$ cat src/rtl/owi_pkg.sv
// owi_pkg: shared types and constants of the one-wire frame transmitter
// request and result structs, configuration struct, phase codes and register indexes
// no dependencies
package owi_pkg;

	localparam int CFG_W       = 16;
	localparam int CFG_IDX_W   = 2;
	localparam int FRAME_BITS  = 43;
	localparam int PREFIX_BITS = 11;

	localparam logic [CFG_IDX_W-1:0] CFG_SHORT_PHASE = 2'd0;
	localparam logic [CFG_IDX_W-1:0] CFG_LONG_PHASE  = 2'd1;
	localparam logic [CFG_IDX_W-1:0] CFG_START_LOW   = 2'd2;
	localparam logic [CFG_IDX_W-1:0] CFG_STOP_SPAN   = 2'd3;

	localparam logic [CFG_W-1:0] RST_SHORT_PHASE = 16'd24;
	localparam logic [CFG_W-1:0] RST_LONG_PHASE  = 16'd72;
	localparam logic [CFG_W-1:0] RST_START_LOW   = 16'd120;
	localparam logic [CFG_W-1:0] RST_STOP_SPAN   = 16'd96;

	localparam logic [2:0] PH_IDLE  = 3'd0;
	localparam logic [2:0] PH_START = 3'd1;
	localparam logic [2:0] PH_HIGH  = 3'd2;
	localparam logic [2:0] PH_LOW   = 3'd3;
	localparam logic [2:0] PH_STOP  = 3'd4;

	localparam logic MODE_TICK = 1'b0;
	localparam logic MODE_LOAD = 1'b1;

	typedef struct packed {
		logic       mode;
		logic [7:0] reg_address;
		logic       read_request;
		logic [2:0] byte_count;
		logic [7:0] payload_0;
		logic [7:0] payload_1;
		logic [7:0] payload_2;
		logic [7:0] payload_3;
	} owi_in_t;

	typedef struct packed {
		logic line_level;
		logic busy_res;
		logic frame_done;
		logic command_error;
	} owi_out_t;

	typedef struct packed {
		logic [CFG_W-1:0] short_phase;
		logic [CFG_W-1:0] long_phase;
		logic [CFG_W-1:0] start_low;
		logic [CFG_W-1:0] stop_span;
	} owi_cfg_t;

endpackage

$ cat src/rtl/owi_cfg_regs.sv
// owi_cfg_regs: timing configuration registers of the frame transmitter
// written through a plain write port, no read-back
// depends on owi_pkg
module owi_cfg_regs
	import owi_pkg::*;
(
	input  logic                 clk,
	input  logic                 arst_n,
	input  logic                 cfg_we,
	input  logic [CFG_IDX_W-1:0] cfg_index,
	input  logic [CFG_W-1:0]     cfg_wdata,
	output owi_cfg_t             cfg
);

	owi_cfg_t cfg_q;

	always_ff @(posedge clk or negedge arst_n) begin
		if (!arst_n) begin
			cfg_q.short_phase <= RST_SHORT_PHASE;
			cfg_q.long_phase  <= RST_LONG_PHASE;
			cfg_q.start_low   <= RST_START_LOW;
			cfg_q.stop_span   <= RST_STOP_SPAN;
		end else if (cfg_we) begin
			case (cfg_index)
				CFG_SHORT_PHASE: cfg_q.short_phase <= cfg_wdata;
				CFG_LONG_PHASE:  cfg_q.long_phase  <= cfg_wdata;
				CFG_START_LOW:   cfg_q.start_low   <= cfg_wdata;
				CFG_STOP_SPAN:   cfg_q.stop_span   <= cfg_wdata;
				default:         cfg_q <= cfg_q;
			endcase
		end
	end

	assign cfg = cfg_q;

endmodule

$ cat src/rtl/owi_frame_engine.sv
// owi_frame_engine: frame state, bit timers and shift register
// computes one result per request and updates its state when step is high
// depends on owi_pkg
module owi_frame_engine
	import owi_pkg::*;
#(
	parameter int MAX_BYTES  = 4,
	parameter int TIMER_BITS = 16
) (
	input  logic     clk,
	input  logic     arst_n,
	input  logic     step,
	input  owi_in_t  item,
	input  owi_cfg_t cfg,
	output owi_out_t res
);

	localparam int SW  = PREFIX_BITS + 8 * MAX_BYTES;
	localparam int BLW = $clog2(SW + 1);
	localparam int CW  = (TIMER_BITS > CFG_W) ? TIMER_BITS : CFG_W;
	localparam logic [CW-1:0] TMAX_W = CW'((64'd1 << TIMER_BITS) - 64'd1);
	localparam logic [TIMER_BITS-1:0] TMAX = {TIMER_BITS{1'b1}};

	logic [2:0]            ph_q, ph_d;
	logic [SW-1:0]         shift_q, shift_d;
	logic [BLW-1:0]        bits_left_q, bits_left_d;
	logic [TIMER_BITS-1:0] timer_q, timer_d;
	logic [TIMER_BITS-1:0] elapsed_q, elapsed_d;
	logic                  stop_wanted_q, stop_wanted_d;

	logic [TIMER_BITS-1:0] d_short, d_long, d_start, d_span;
	logic [TIMER_BITS-1:0] d_high, d_low, timer_inc, elapsed_inc;
	logic [FRAME_BITS-1:0] frame_full;
	logic [BLW-1:0]        bits_dec;
	logic [6:0]            bl_load;
	logic                  cur_bit, bad_count, level, done, err;

	function automatic logic [TIMER_BITS-1:0] clip(input logic [CFG_W-1:0] v);
		logic [CW-1:0] vw;
		vw = CW'(v);
		if (vw > TMAX_W)
			vw = TMAX_W;
		return vw[TIMER_BITS-1:0];
	endfunction

	assign d_short = clip(cfg.short_phase);
	assign d_long  = clip(cfg.long_phase);
	assign d_start = clip(cfg.start_low);
	assign d_span  = clip(cfg.stop_span);

	assign cur_bit     = shift_q[SW-1];
	assign d_high      = cur_bit ? d_long : d_short;
	assign d_low       = cur_bit ? d_short : d_long;
	assign timer_inc   = (timer_q != TMAX) ? timer_q + 1'b1 : timer_q;
	assign elapsed_inc = (elapsed_q != TMAX) ? elapsed_q + 1'b1 : elapsed_q;
	assign bits_dec    = (bits_left_q != '0) ? bits_left_q - 1'b1 : bits_left_q;

	assign frame_full = {item.reg_address, 2'(item.byte_count - 3'd1), item.read_request,
		item.payload_0, item.payload_1, item.payload_2, item.payload_3};
	assign bl_load   = 7'(PREFIX_BITS) + {1'b0, item.byte_count, 3'b000};
	assign bad_count = (item.byte_count == 3'd0) || (32'(item.byte_count) > MAX_BYTES);

	always_comb begin
		ph_d          = ph_q;
		shift_d       = shift_q;
		bits_left_d   = bits_left_q;
		timer_d       = timer_q;
		elapsed_d     = elapsed_q;
		stop_wanted_d = stop_wanted_q;
		done          = 1'b0;
		err           = 1'b0;
		if (item.mode == MODE_LOAD) begin
			if (ph_q != PH_IDLE || bad_count) begin
				err = 1'b1;
			end else begin
				shift_d       = frame_full[FRAME_BITS-1 -: SW];
				stop_wanted_d = !item.read_request;
				bits_left_d   = item.read_request ? BLW'(PREFIX_BITS) : BLW'(bl_load);
				timer_d       = '0;
				elapsed_d     = '0;
				ph_d          = PH_START;
			end
		end else begin
			case (ph_q)
				PH_START: begin
					timer_d = timer_inc;
					if (timer_inc >= d_start) begin
						timer_d = '0;
						ph_d    = PH_HIGH;
					end
				end
				PH_HIGH: begin
					timer_d = timer_inc;
					if (timer_inc >= d_high) begin
						timer_d   = '0;
						elapsed_d = '0;
						ph_d      = PH_LOW;
					end
				end
				PH_LOW: begin
					timer_d   = timer_inc;
					elapsed_d = elapsed_inc;
					if (timer_inc >= d_low) begin
						timer_d     = '0;
						shift_d     = {shift_q[SW-2:0], 1'b0};
						bits_left_d = bits_dec;
						if (bits_dec != '0) begin
							ph_d = PH_HIGH;
						end else if (stop_wanted_q && elapsed_inc < d_span) begin
							ph_d = PH_STOP;
						end else begin
							ph_d = PH_IDLE;
							done = 1'b1;
						end
					end
				end
				PH_STOP: begin
					elapsed_d = elapsed_inc;
					if (elapsed_inc >= d_span) begin
						ph_d = PH_IDLE;
						done = 1'b1;
					end
				end
				default: ph_d = PH_IDLE;
			endcase
		end
	end

	// line level: after a load, before a tick
	always_comb begin
		if (item.mode == MODE_LOAD)
			level = !(ph_d == PH_START || ph_d == PH_LOW);
		else
			level = !(ph_q == PH_START || ph_q == PH_LOW);
	end

	assign res.line_level    = level;
	assign res.busy_res      = (ph_d != PH_IDLE);
	assign res.frame_done    = done;
	assign res.command_error = err;

	always_ff @(posedge clk or negedge arst_n) begin
		if (!arst_n) begin
			ph_q          <= PH_IDLE;
			shift_q       <= '0;
			bits_left_q   <= '0;
			timer_q       <= '0;
			elapsed_q     <= '0;
			stop_wanted_q <= 1'b0;
		end else if (step) begin
			ph_q          <= ph_d;
			shift_q       <= shift_d;
			bits_left_q   <= bits_left_d;
			timer_q       <= timer_d;
			elapsed_q     <= elapsed_d;
			stop_wanted_q <= stop_wanted_d;
		end
	end

	a_bits_while_sending: assert property (@(posedge clk) disable iff (!arst_n)
		(ph_q == PH_HIGH || ph_q == PH_LOW) |-> bits_left_q != '0)
		else $error("bit phase with no bits left");

	a_stop_only_write: assert property (@(posedge clk) disable iff (!arst_n)
		ph_q == PH_STOP |-> stop_wanted_q)
		else $error("stop phase in a read frame");

	a_done_goes_idle: assert property (@(posedge clk) disable iff (!arst_n)
		(step && res.frame_done) |=> ph_q == PH_IDLE)
		else $error("frame done but not idle");

	a_reject_keeps_state: assert property (@(posedge clk) disable iff (!arst_n)
		(step && res.command_error) |=> ($stable(ph_q) && $stable(shift_q)))
		else $error("rejected load changed the frame");

endmodule

$ cat src/rtl/owi_pwm_frame_transmitter.sv
// owi_pwm_frame_transmitter: top level of the one-wire pwm frame transmitter
// input register, frame engine, configuration registers and result register
// depends on owi_pkg, owi_cfg_regs, owi_frame_engine
//
// Each request is either one time tick or a frame load, and each gives one
// result: the line level driven during that tick, busy, frame done and
// command error. A request is registered, handled combinationally by the
// frame engine and its result is held in an output register, so the block
// takes one request per cycle while the output is not stalled; the rate
// rests on the combinational timer compare and shift of the frame engine. A
// stalled output stops the input side only once the input register is also
// full. Short, long and start-low phases of zero last one tick; the timers
// are TIMER_BITS wide and longer durations are clipped to the timer maximum.
module owi_pwm_frame_transmitter
	import owi_pkg::*;
#(
	parameter int MAX_BYTES  = 4,
	parameter int TIMER_BITS = 16
) (
	input  logic                 clk,
	input  logic                 arst_n,
	input  logic                 in_valid,
	output logic                 in_ready,
	input  owi_in_t              in_data,
	output logic                 out_valid,
	input  logic                 out_ready,
	output owi_out_t             out_data,
	input  logic                 cfg_we,
	input  logic [CFG_IDX_W-1:0] cfg_index,
	input  logic [CFG_W-1:0]     cfg_wdata
);

	owi_cfg_t cfg;
	owi_in_t  in_s1;
	owi_out_t res, out_q;
	logic     in_valid_s1, out_valid_q, advance;

	owi_cfg_regs u_cfg (
		.clk       (clk),
		.arst_n    (arst_n),
		.cfg_we    (cfg_we),
		.cfg_index (cfg_index),
		.cfg_wdata (cfg_wdata),
		.cfg       (cfg)
	);

	owi_frame_engine #(
		.MAX_BYTES  (MAX_BYTES),
		.TIMER_BITS (TIMER_BITS)
	) u_engine (
		.clk    (clk),
		.arst_n (arst_n),
		.step   (advance),
		.item   (in_s1),
		.cfg    (cfg),
		.res    (res)
	);

	assign advance  = in_valid_s1 && (!out_valid_q || out_ready);
	assign in_ready = !in_valid_s1 || advance;

	always_ff @(posedge clk or negedge arst_n) begin
		if (!arst_n) begin
			in_valid_s1 <= 1'b0;
			out_valid_q <= 1'b0;
		end else begin
			if (in_valid && in_ready)
				in_valid_s1 <= 1'b1;
			else if (advance)
				in_valid_s1 <= 1'b0;
			if (advance)
				out_valid_q <= 1'b1;
			else if (out_ready)
				out_valid_q <= 1'b0;
		end
	end

	always_ff @(posedge clk) begin
		if (in_valid && in_ready)
			in_s1 <= in_data;
		if (advance)
			out_q <= res;
	end

	assign out_valid = out_valid_q;
	assign out_data  = out_q;

	a_no_lost_result: assert property (@(posedge clk) disable iff (!arst_n)
		(out_valid_q && !out_ready) |=> (out_valid_q && $stable(out_q)))
		else $error("pending result dropped or changed");

	a_stall_holds_request: assert property (@(posedge clk) disable iff (!arst_n)
		(in_valid_s1 && !advance) |=> (in_valid_s1 && $stable(in_s1)))
		else $error("waiting request lost");

	a_done_not_busy: assert property (@(posedge clk) disable iff (!arst_n)
		advance |-> !(res.frame_done && res.busy_res))
		else $error("frame done while still busy");

endmodule

$ cat config.mk
export PLATFORM = sky130hd
export DESIGN_NAME = owi_pwm_frame_transmitter
export DESIGN_NICKNAME = d
export VERILOG_FILES = /design/src/rtl/owi_pkg.sv /design/src/rtl/owi_cfg_regs.sv /design/src/rtl/owi_frame_engine.sv /design/src/rtl/owi_pwm_frame_transmitter.sv
export SDC_FILE = /design/constraint.sdc
export NUM_CORES = 1
export LEC_CHECK = 0
export BUFFER_PORTS_ARGS = -buffer_cell sky130_fd_sc_hd__buf_4
export CAP_MARGIN = 30
export CELL_PAD_IN_SITES_DETAIL_PLACEMENT = 2
export CELL_PAD_IN_SITES_GLOBAL_PLACEMENT = 2
export CORE_MARGIN = 2
export CORE_UTILIZATION = 44
export DETAILED_ROUTE_END_ITERATION = 16
export PLACE_DENSITY_LB_ADDON = 0.1
export SLEW_MARGIN = 20
export SYNTH_ARGS = -nofsm -noshare
export SYNTH_HDL_FRONTEND = slang
export SYNTH_SLANG_ARGS = --single-unit
$ cat constraint.sdc
create_clock -name clk -period 9.45 [get_ports clk]
set_clock_uncertainty 0.15 [all_clocks]
set_input_delay 0.945 -clock clk [delete_from_list [all_inputs] [get_ports clk]]
set_output_delay 0.945 -clock clk [all_outputs]
set_load 0.02 [all_outputs]
# Word-level counts from Yosys, hierarchy flattened
# Index checks and enable logic that the tools add are counted.
# totals
reg_bits	200
in_bits	68
output_inout_bits	6
elab_cells	135
# op_classes
addsub	5
magnitude_cmp	10
eq_ne	13
mux	47
bitwise_logic	1
reduce_logical	35
# ops
operator	count
$mux W16	15
$mux W43	4
$ge A16 B16 Y1	4
$gt A16 B16 Y1 const B	4
$pmux W16 S3	1
$mux W6	6
$add A16 B1 Y16 const B	2
$ne A16 B16 Y1 const B	2
$pmux W16 S2	1
$mux W3	8
$lt A16 B16 Y1	1
$pmux W3 S4	1
$reduce_bool A6 Y1	2
$mux W1	10
$eq A3 B2 Y1 const B	3
$reduce_bool A3 Y1	3
$reduce_and A2 Y1	4
$reduce_and A4 Y1	2
$reduce_bool A2 Y1	4
$add A4 B6 Y6 const A	1
$eq A3 B1 Y1 const B	2
$logic_or A1 B1 Y1	6
$reduce_and A3 Y1	2
$sub A6 B1 Y6 const B	1
other kinds (15)	22

# Longest topological paths before layout
# Gate-level depths: netlist of run 1.
# logic_depth
depth_word	13
ltp_mapped	18

# By module
# From an unflattened synthesis of run 1, not the netlist that was laid out.
# unflattened
cells_unflattened	975
area_unflattened_um2	10827.9
# modules_own_cells
mod	n_inst	cells_per_inst	area_per_inst_um2	seq_area_each_um2
owi_frame_engine	1	782	6829.0	2127.0
owi_cfg_regs	1	136	2423.6	1614.0
owi_pwm_frame_transmitter	1	57	1575.3	1521.5

# Least setup slack after synthesis of run 1
# OpenSTA, ideal clock, no wires.
# synth_path
path_type	reg2reg
startpoint	register u_engine.timer_q[0]
endpoint	register u_engine.elapsed_q[10]
arrival_time_ns	4.050
required_ns	9.231
setup_slack_ns	5.180
stages_incl_launch_ff	16
n_path_buf	1
synth_period_minus_slack_ns	4.270
cell_sequence	dfrtp_1 ha_1 nand3_1 nor3_1 nor3_1 and3_1 clkbuf_1 nand3_1 xnor2_1 ha_1 a2111oi_0 o21ai_0 a221oi_1 nor3_1 o41ai_1 a22o_1
# synth_between
elab_chain_cells	5
word_cells_on_any_way	6
# synth_lines
element	line_no	source
from (decl)	owi_frame_engine.sv:27	logic [TIMER_BITS-1:0] timer_q, timer_d;
from (signal assigned)	owi_frame_engine.sv:154	timer_q <= timer_d;
$add A16 B1 Y16 or $ne A16 B16 Y1 (tied branches)	owi_frame_engine.sv:54	assign timer_inc = (timer_q != TMAX) ? timer_q + 1'b1 : timer_q;
$mux W16 *	owi_frame_engine.sv:54	
$ge A16 B16 Y1 *	owi_frame_engine.sv:94	if (timer_inc >= d_high) begin
$ne A3 B2 Y1 (no line) *	--	
$reduce_and A4 Y1 (no line) *	--	
to (signal assigned)	owi_frame_engine.sv:155	elapsed_q <= elapsed_d;
to (decl)	owi_frame_engine.sv:28	logic [TIMER_BITS-1:0] elapsed_q, elapsed_d;
# Mark *: on every way between the ends. The rest lies on a longest branch, timed or not.
# A chain may end at the register's enable or synchronous reset.

# Worst setup path in the final report of run 1
# layout_path
startpoint	register u_engine.timer_q[0]
endpoint	register u_engine.shift_q[10]
# layout_between
elab_chain_cells	5
word_cells_on_any_way	6
# layout_lines
element	line_no	source
$add A16 B1 Y16 or $ne A16 B16 Y1 (tied branches)	owi_frame_engine.sv:54	
$mux W16 *	owi_frame_engine.sv:54	
$ge A16 B16 Y1 *	owi_frame_engine.sv:103	if (timer_inc >= d_low) begin
$reduce_bool A2 Y1 (no line) *	--	
$reduce_and A4 Y1 (no line) *	--	
to (signal assigned)	owi_frame_engine.sv:152	shift_q <= shift_d;
to (decl)	owi_frame_engine.sv:25	logic [SW-1:0] shift_q, shift_d;
# Marks and branches as above.

==> reports/results.tsv, run 1 <==
metric	value	unit
grt_pass1_wl	48360	um
cts_num_sinks	200	
synthTopCellsByArea	dfrtp_1, edfxtp_1, ha_1	
dieArea	25680	sq um
drt_pre_antenna_iters	5	
synth_nets	1089	
io_pins	74	
synth_top_cell_by_area	dfrtp_1	
grt_usage	0.2390	
synth.distinct_cells	68	
drive_gt1_frac	0.2056	
drc	0	
yosys_warnings	0	
start_kind	flip-flop	
yosysMostFrequentCell	dfrtp_1	
hold_viol	0	
crit_buf_inv	1	
synthMuxAreaShare	0.1432	
drt_wl_total	29530	um
dr_wl_met3	545	um
portBuffers	73	
htree_levels	4	
die_y	160.2	um
root_buffer	clkbuf_16	
hold_class	in2async	
cts_setup_buffers	0	
synth-async-reset-ratio	0.7550	
drt_iter0_drc	346	
synth_fa_ha_area_frac	0.07804	
synth_top_family_by_area	multiplexers	
cpMostUsedCell	ha_1	
synth_top_area_share	0.3285	
drv_slew	0	
slowest_delay	610	ps
rsz0062_at_grt	no	
synth_edf_count	49	
cp_cell_sequence	ha_1 > nand3_1 > nor4_4 > and2b_2 > and3_1 > and3_2 > xor2_1 > ha_1 > and2_1 > a211oi_1 > nor2_1 > a311oi_2 > o31a_2 > buf_4 > o21ai_0	
end_kind	flip-flop	
fin_crit	5532	ps
syn_area_per_cell	11.26	sq um
grt_max_degree	91	
std_cell_rows	57	
wl_per_cell	21.79	um
start_util	0.4443	
gp_congestion	0.7915	
final_cells	1355	
synth_commonest_cells	dfrtp_1, nand2_1, mux2i_1	
arrival	5660	ps
cellLeakagePower	5.507	nW
maxSlewHeadroom	0.3929	
worst_pin_slew	900.7	ps
placed_cells	1322	
syn_area	10740	sq um
dominantRegCellSynth	dfrtp_1	
postRouteAntennaNets	0	
cp_slowest_cell	nor4_4	
via_per_inst	5.732	
setup_viol	0	
cts_resized	0	
num_vias	7767	
cts_tree	done	
nFillCells	2365	
cap_violations	0	
ys_seq_area_frac	0.4899	
grt_antenna_before_repair	0	
tns	0	ps
area_delta_synth_final	14.89	%
ctsHoldBuffers	0	
cp-startpoint	u_engine.timer_q[0]	
synth.ff_latch_count	200	
antenna_cells	0	
place_hpwl	21390	um
yosys.area_share.simple	0.1082	
fin_crit_sh	0.5854	
syn_inst	954	
cpLargestDelayFamily	simple AND/OR/NAND/NOR gates	
synth_xor_area_frac	0.02854	
core_area	24180	sq um
crit_path_max_fanout	90	
fmax	0.1808	GHz
grt_overflow	0	
synth_compound_area_frac	0.1174	
wl_met2	15610	um
outcome	completed	
cp.required	9580	ps
crit_type	reg2reg	
grt_pass1_vias	8723	
highest_layer	met4	
numCtsBuffers	17	
finalPower	2.756	mW
ir_worst_vdd	89.02	uV
powerDensity	223.4	nW/um^2
clock_path_buffers	2	
reg2reg_from	u_engine.timer_q[0]	
clk_latency	450	ps
die_width	160.2	um
clk_pin_slew	90	ps
finalNetCount	1153	
wl_met1	12650	um
-- worst reg2reg max path: stages (launching register included) --
cell,delay [ps]
dfrtp_1,470
ha_1,230
nand3_1,170
nor4_4,610
and2b_2,320
and3_1,230
and3_2,230
xor2_1,360
ha_1,320
and2_1,180
a211oi_1,360
nor2_1,110
a311oi_2,470
o31a_2,230
buf_4,600
o21ai_0,330
-- metrics by stage --
step	utilization	setup slack [ps]	hold slack (ps)	cell area (sq um)
floorplan	-	5180	276.0	10740
global placement	0.4784	4005	312.8	11570
detailed placement	0.4821	3949	327.7	11660
CTS	0.5098	3926	350.1	12330
global route	0.5104	3527	388.5	12340
finish	0.5104	3918	321.6	12340
-- where the power goes --
part,leakage (nW),total (mW),internal (mW),switching [mW]
sequential,2.37,1.18,1.05,0.135
combinational,2.81,0.750,0.320,0.430
clock,0.322,0.824,0.405,0.419
total,5.51,2.76,1.77,0.983
-- flip-flops by register name, indices dropped and copies added (netlist names), 3 cells and up --
signal / cells
u_engine.timer_q: 16
u_engine.elapsed_q: 16
u_engine.bits_left_q: 6
in_s1: 45
u_engine.shift_q: 43
u_cfg.cfg: 64
out_data: 4
u_engine.ph_q: 3
-- logic make-up after synthesis --
| group | count (synthesis) |
|---|---|
| fa+ha+maj | 67 |
| flops | 200 |
| buf+inv | 87 |
| mux | 145 |
| xor+xnor | 35 |
| simple gates | 230 |
| compound gates | 190 |
-- cells in the final DEF, fill, tap and decap left out, types with 4 or more instances in the layout --
| cell | count |
|---|---|
| dfrtp_1 | 140 |
| nand2_1 | 86 |
| buf_4 | 79 |
| mux2i_1 | 76 |
| mux2_2 | 69 |
| o21ai_0 | 67 |
| ha_1 | 67 |
| edfxtp_1 | 49 |
| inv_1 | 46 |
| nor2_1 | 41 |
| a31oi_1 | 29 |
| a21oi_1 | 24 |
| xnor2_1 | 20 |
| nand3_1 | 18 |
| clkbuf_16 | 17 |
| xor2_1 | 15 |
| nand4_1 | 12 |
| nand3b_1 | 11 |
| nor3_1 | 10 |
| dfstp_2 | 10 |
| nand2b_1 | 8 |
| a32o_1 | 8 |
| and3_1 | 7 |
| a21o_1 | 7 |
| a211oi_1 | 7 |
| a22o_1 | 7 |
| inv_12 | 7 |
| nor2b_1 | 6 |
| and4_1 | 5 |
| or3_1 | 5 |
| nor4_1 | 5 |
| and2_1 | 4 |
| o31ai_1 | 4 |
-- routing by layer --
layer  GRT usage  up-vias
met5           0        -
met4     0.07699        0
met3     0.02961       35
met2      0.4345      107
met1      0.2955     3989
li1            -     3636
-- cell type report --
cell class / instances / area [sq um] / share of cell area
timing repair buffer: 86 / 708.2 / 0.05739
inverter: 46 / 172.7 / 0.01399
tap: 324 / 405.4 / 0.03285
sequential: 200 / 5264 / 0.4265
clock buffer: 17 / 425.4 / 0.03447
clock inverter: 15 / 244.0 / 0.01977
multi-input combinational: 667 / 5121 / 0.4150
-- path summary, 6_finish.rpt --
check | slack (ps) | cells past startpoint | to
setup / recovery | 3920 | 15 | u_engine.shift_q[10]
hold / removal | 320 | 1 | u_engine.elapsed_q[8]
setup reg to reg | 3920 | 15 | u_engine.shift_q[10]
hold reg to reg | 350 | 2 | u_engine.shift_q[3]
max in group asynchronous | 7580 | 3 | u_cfg.cfg[52]
min in group clk | 350 | 2 | u_engine.shift_q[3]
Note: power is estimated with default switching activity, not from simulation.
==> run 2, diff against run 1 <==
- CORE_UTILIZATION: 44 -> 41
- clock period: 9.45 -> 5.2 ns (I/O delays scaled with it)
==> run 2 against run 1 <==
  * Fmax increased by 12%
  * Highest routed layer unchanged
  * Power rose by 79%
  * Count of clock-buffer cells in the layout stayed put
==> reports/results.tsv, run 2 (same netlist as run 1, synthesis figures left out) <==
metric	value	unit	change
hold_viol	0		unchanged
worst_pin_slew	845.6	ps	-55.14 ps
drt_iter0_drc	357		+3.2%
layout.cells.most_common	dfrtp_1		
portBuffers	73		unchanged
start_util	0.4146		-0.02974
end_kind	flip-flop		
cellLeakagePower	5.522	nW	+0.28%
root_buffer	clkbuf_16		
clk_pin_slew	100	ps	about the same
grt_pass1_vias	8730		+0.080%
grt_use_met2	0.3927		-0.04173
fmax	0.2029	GHz	+12%
cts_setup_buffers	0		unchanged
fin_crit_sh	0.9476		+0.3622
std_cell_rows	59		+3.5%
grtUsageMet1	0.2673		-0.02811
grt_max_degree	91		unchanged
clock_path_buffers	2		unchanged
drive_gt1_frac	0.2102		+0.004596
drt_wl_total	29010	um	-1.8%
via_per_inst	5.618		-2.0%
setup_viol	0		unchanged
maxSlewHeadroom	0.4342		+0.04124
dpl_worst_slack	128.9	ps	-3821 ps
dieArea	27510	sq um	+7.1%
die_y	165.9	um	+3.5%
cts_tree	done		
finalNetCount	1159		+0.52%
drv_slew	0		unchanged
die_width	165.9	um	+3.5%
hold_start	in_data[44]		
grt_overflow	0		unchanged
ir_worst_vdd	191.2	uV	+110%
top_usage_layer	met2		
gp_congestion	0.7996		+1.0%
outcome	completed		
num_vias	7708		-0.76%
grt.met3_usage	0.03694		+0.007330
cap_violations	0		unchanged
final_cell_mix	dfrtp_1, nand2_1, buf_4		
hold_class	in2reg		
crit_path_max_fanout	7		-92%
core_area	25910	sq um	+7.2%
drc	0		unchanged
rsz0062_at_grt	no		
grt_usage	0.2177		-0.02139
wl_per_cell	21.15	um	-3.0%
crit_type	reg2reg		
powerDensity	398.8	nW/um^2	+79%
grt_pass1_wl	47500	um	-1.8%
grt_antenna_before_repair	0		unchanged
numCtsBuffers	17		unchanged
io_pins	74		unchanged
htree_levels	4		unchanged
reg2reg_from	u_engine.timer_q[0]		
drt_pre_antenna_iters	4		-1
fin_ws	272.4	ps	-3646 ps
postRouteAntennaNets	0		unchanged
area_delta_synth_final	15.31	%	
largest_reg_flops	64		unchanged
arrival	4970	ps	-690 ps
antenna_cells	0		unchanged
start_kind	flip-flop		
fin_crit	4928	ps	-604.1 ps
cp.required	5240	ps	-4340 ps
place_hpwl	21210	um	-0.82%
cp-startpoint	u_engine.timer_q[0]		
cts_num_sinks	200		unchanged
rrSetupSlack	270	ps	-3650 ps
clk_latency	460	ps	about the same
tns	0	ps	unchanged
[run 2: cell types whose count changed in the layout (fill, tap and decap cells not counted), sizes merged]
| cell | change |
|---|---|
| buf | +5 |
| bufinv | -1 |
| inv | -3 |
| clkinv | +3 |
| dlygate4sd3 | +1 |
| clkinvlp | +1 |
[run 2: cell type report]
| type | instances | area, sq um |
|---|---|---|
| Multi-Input combinational cell | 667 | 5125 |
| Fill cell | 2611 | 13530 |
| Clock buffer | 17 | 425.4 |
| Timing Repair Buffer | 92 | 753.2 |
| Sequential cell | 200 | 5264 |
| Tap cell | 335 | 419.2 |
| Clock inverter | 15 | 226.5 |
| Inverter | 46 | 172.7 |
[run 2: timing repair]
action	in CTS	in global routing
endpoints found under the hold margin	56	0
hold buffers	1	0
endpoints found under the setup margin	0	81
gates resized for setup	0	2
[run 2: routing by layer]
| layer | vias to the layer above | part of all wire |
|---|---|---|
| met5 | - | 0 |
| met4 | 0 | 0.017 |
| met3 | 25 | 0.025 |
| met2 | 86 | 0.52 |
| met1 | 3948 | 0.44 |
| li1 | 3649 | - |
[run 2: final timing paths]
path / end / cells after the start
worst max-delay path: out_data[2] / 15
worst min-delay path: in_s1[44] / 1
worst max register to register: out_data[2] / 15
worst min register to register: u_engine.shift_q[20] / 2
max in group asynchronous: u_cfg.cfg[22] / 3
min in group asynchronous: u_cfg.cfg[10] / 2
[run 2: critical path, cell delays in order, from the launching register on]
cell,delay [ps]
dfrtp_1,470
ha_1,270
nand3_1,180
nor3_1,100
nor3_2,280
and3_1,380
nand3_1,200
xnor2_1,270
ha_1,280
and2_1,160
a221o_1,330
a221o_1,400
a311oi_2,480
nor3_1,180
a221oi_1,390
nand3_1,130
[run 2: through the flow]
| stage | instances | instance area (sq um) | hold WS [ps] | power (mW) | util |
|---|---|---|---|---|---|
| after floorplan | 954 | 10740 | 74.41 | 3.024 | - |
| after global placement | 1335 | 11650 | 311.5 | 3.434 | 0.4497 |
| after detailed placement | 1338 | 11700 | 330.0 | 3.526 | 0.4516 |
| final | 1372 | 12390 | 78.51 | 4.939 | 0.4780 |
| after CTS | 1371 | 12360 | 54.63 | 5.006 | 0.4771 |
| after global routing | 1372 | 12390 | 54.48 | 5.262 | 0.4780 |
[run 2: power breakdown]
part	switching (mW)	internal, mW	total [mW]
clock network	0.759	0.682	1.44
registers	0.248	1.91	2.15
logic	0.763	0.582	1.34
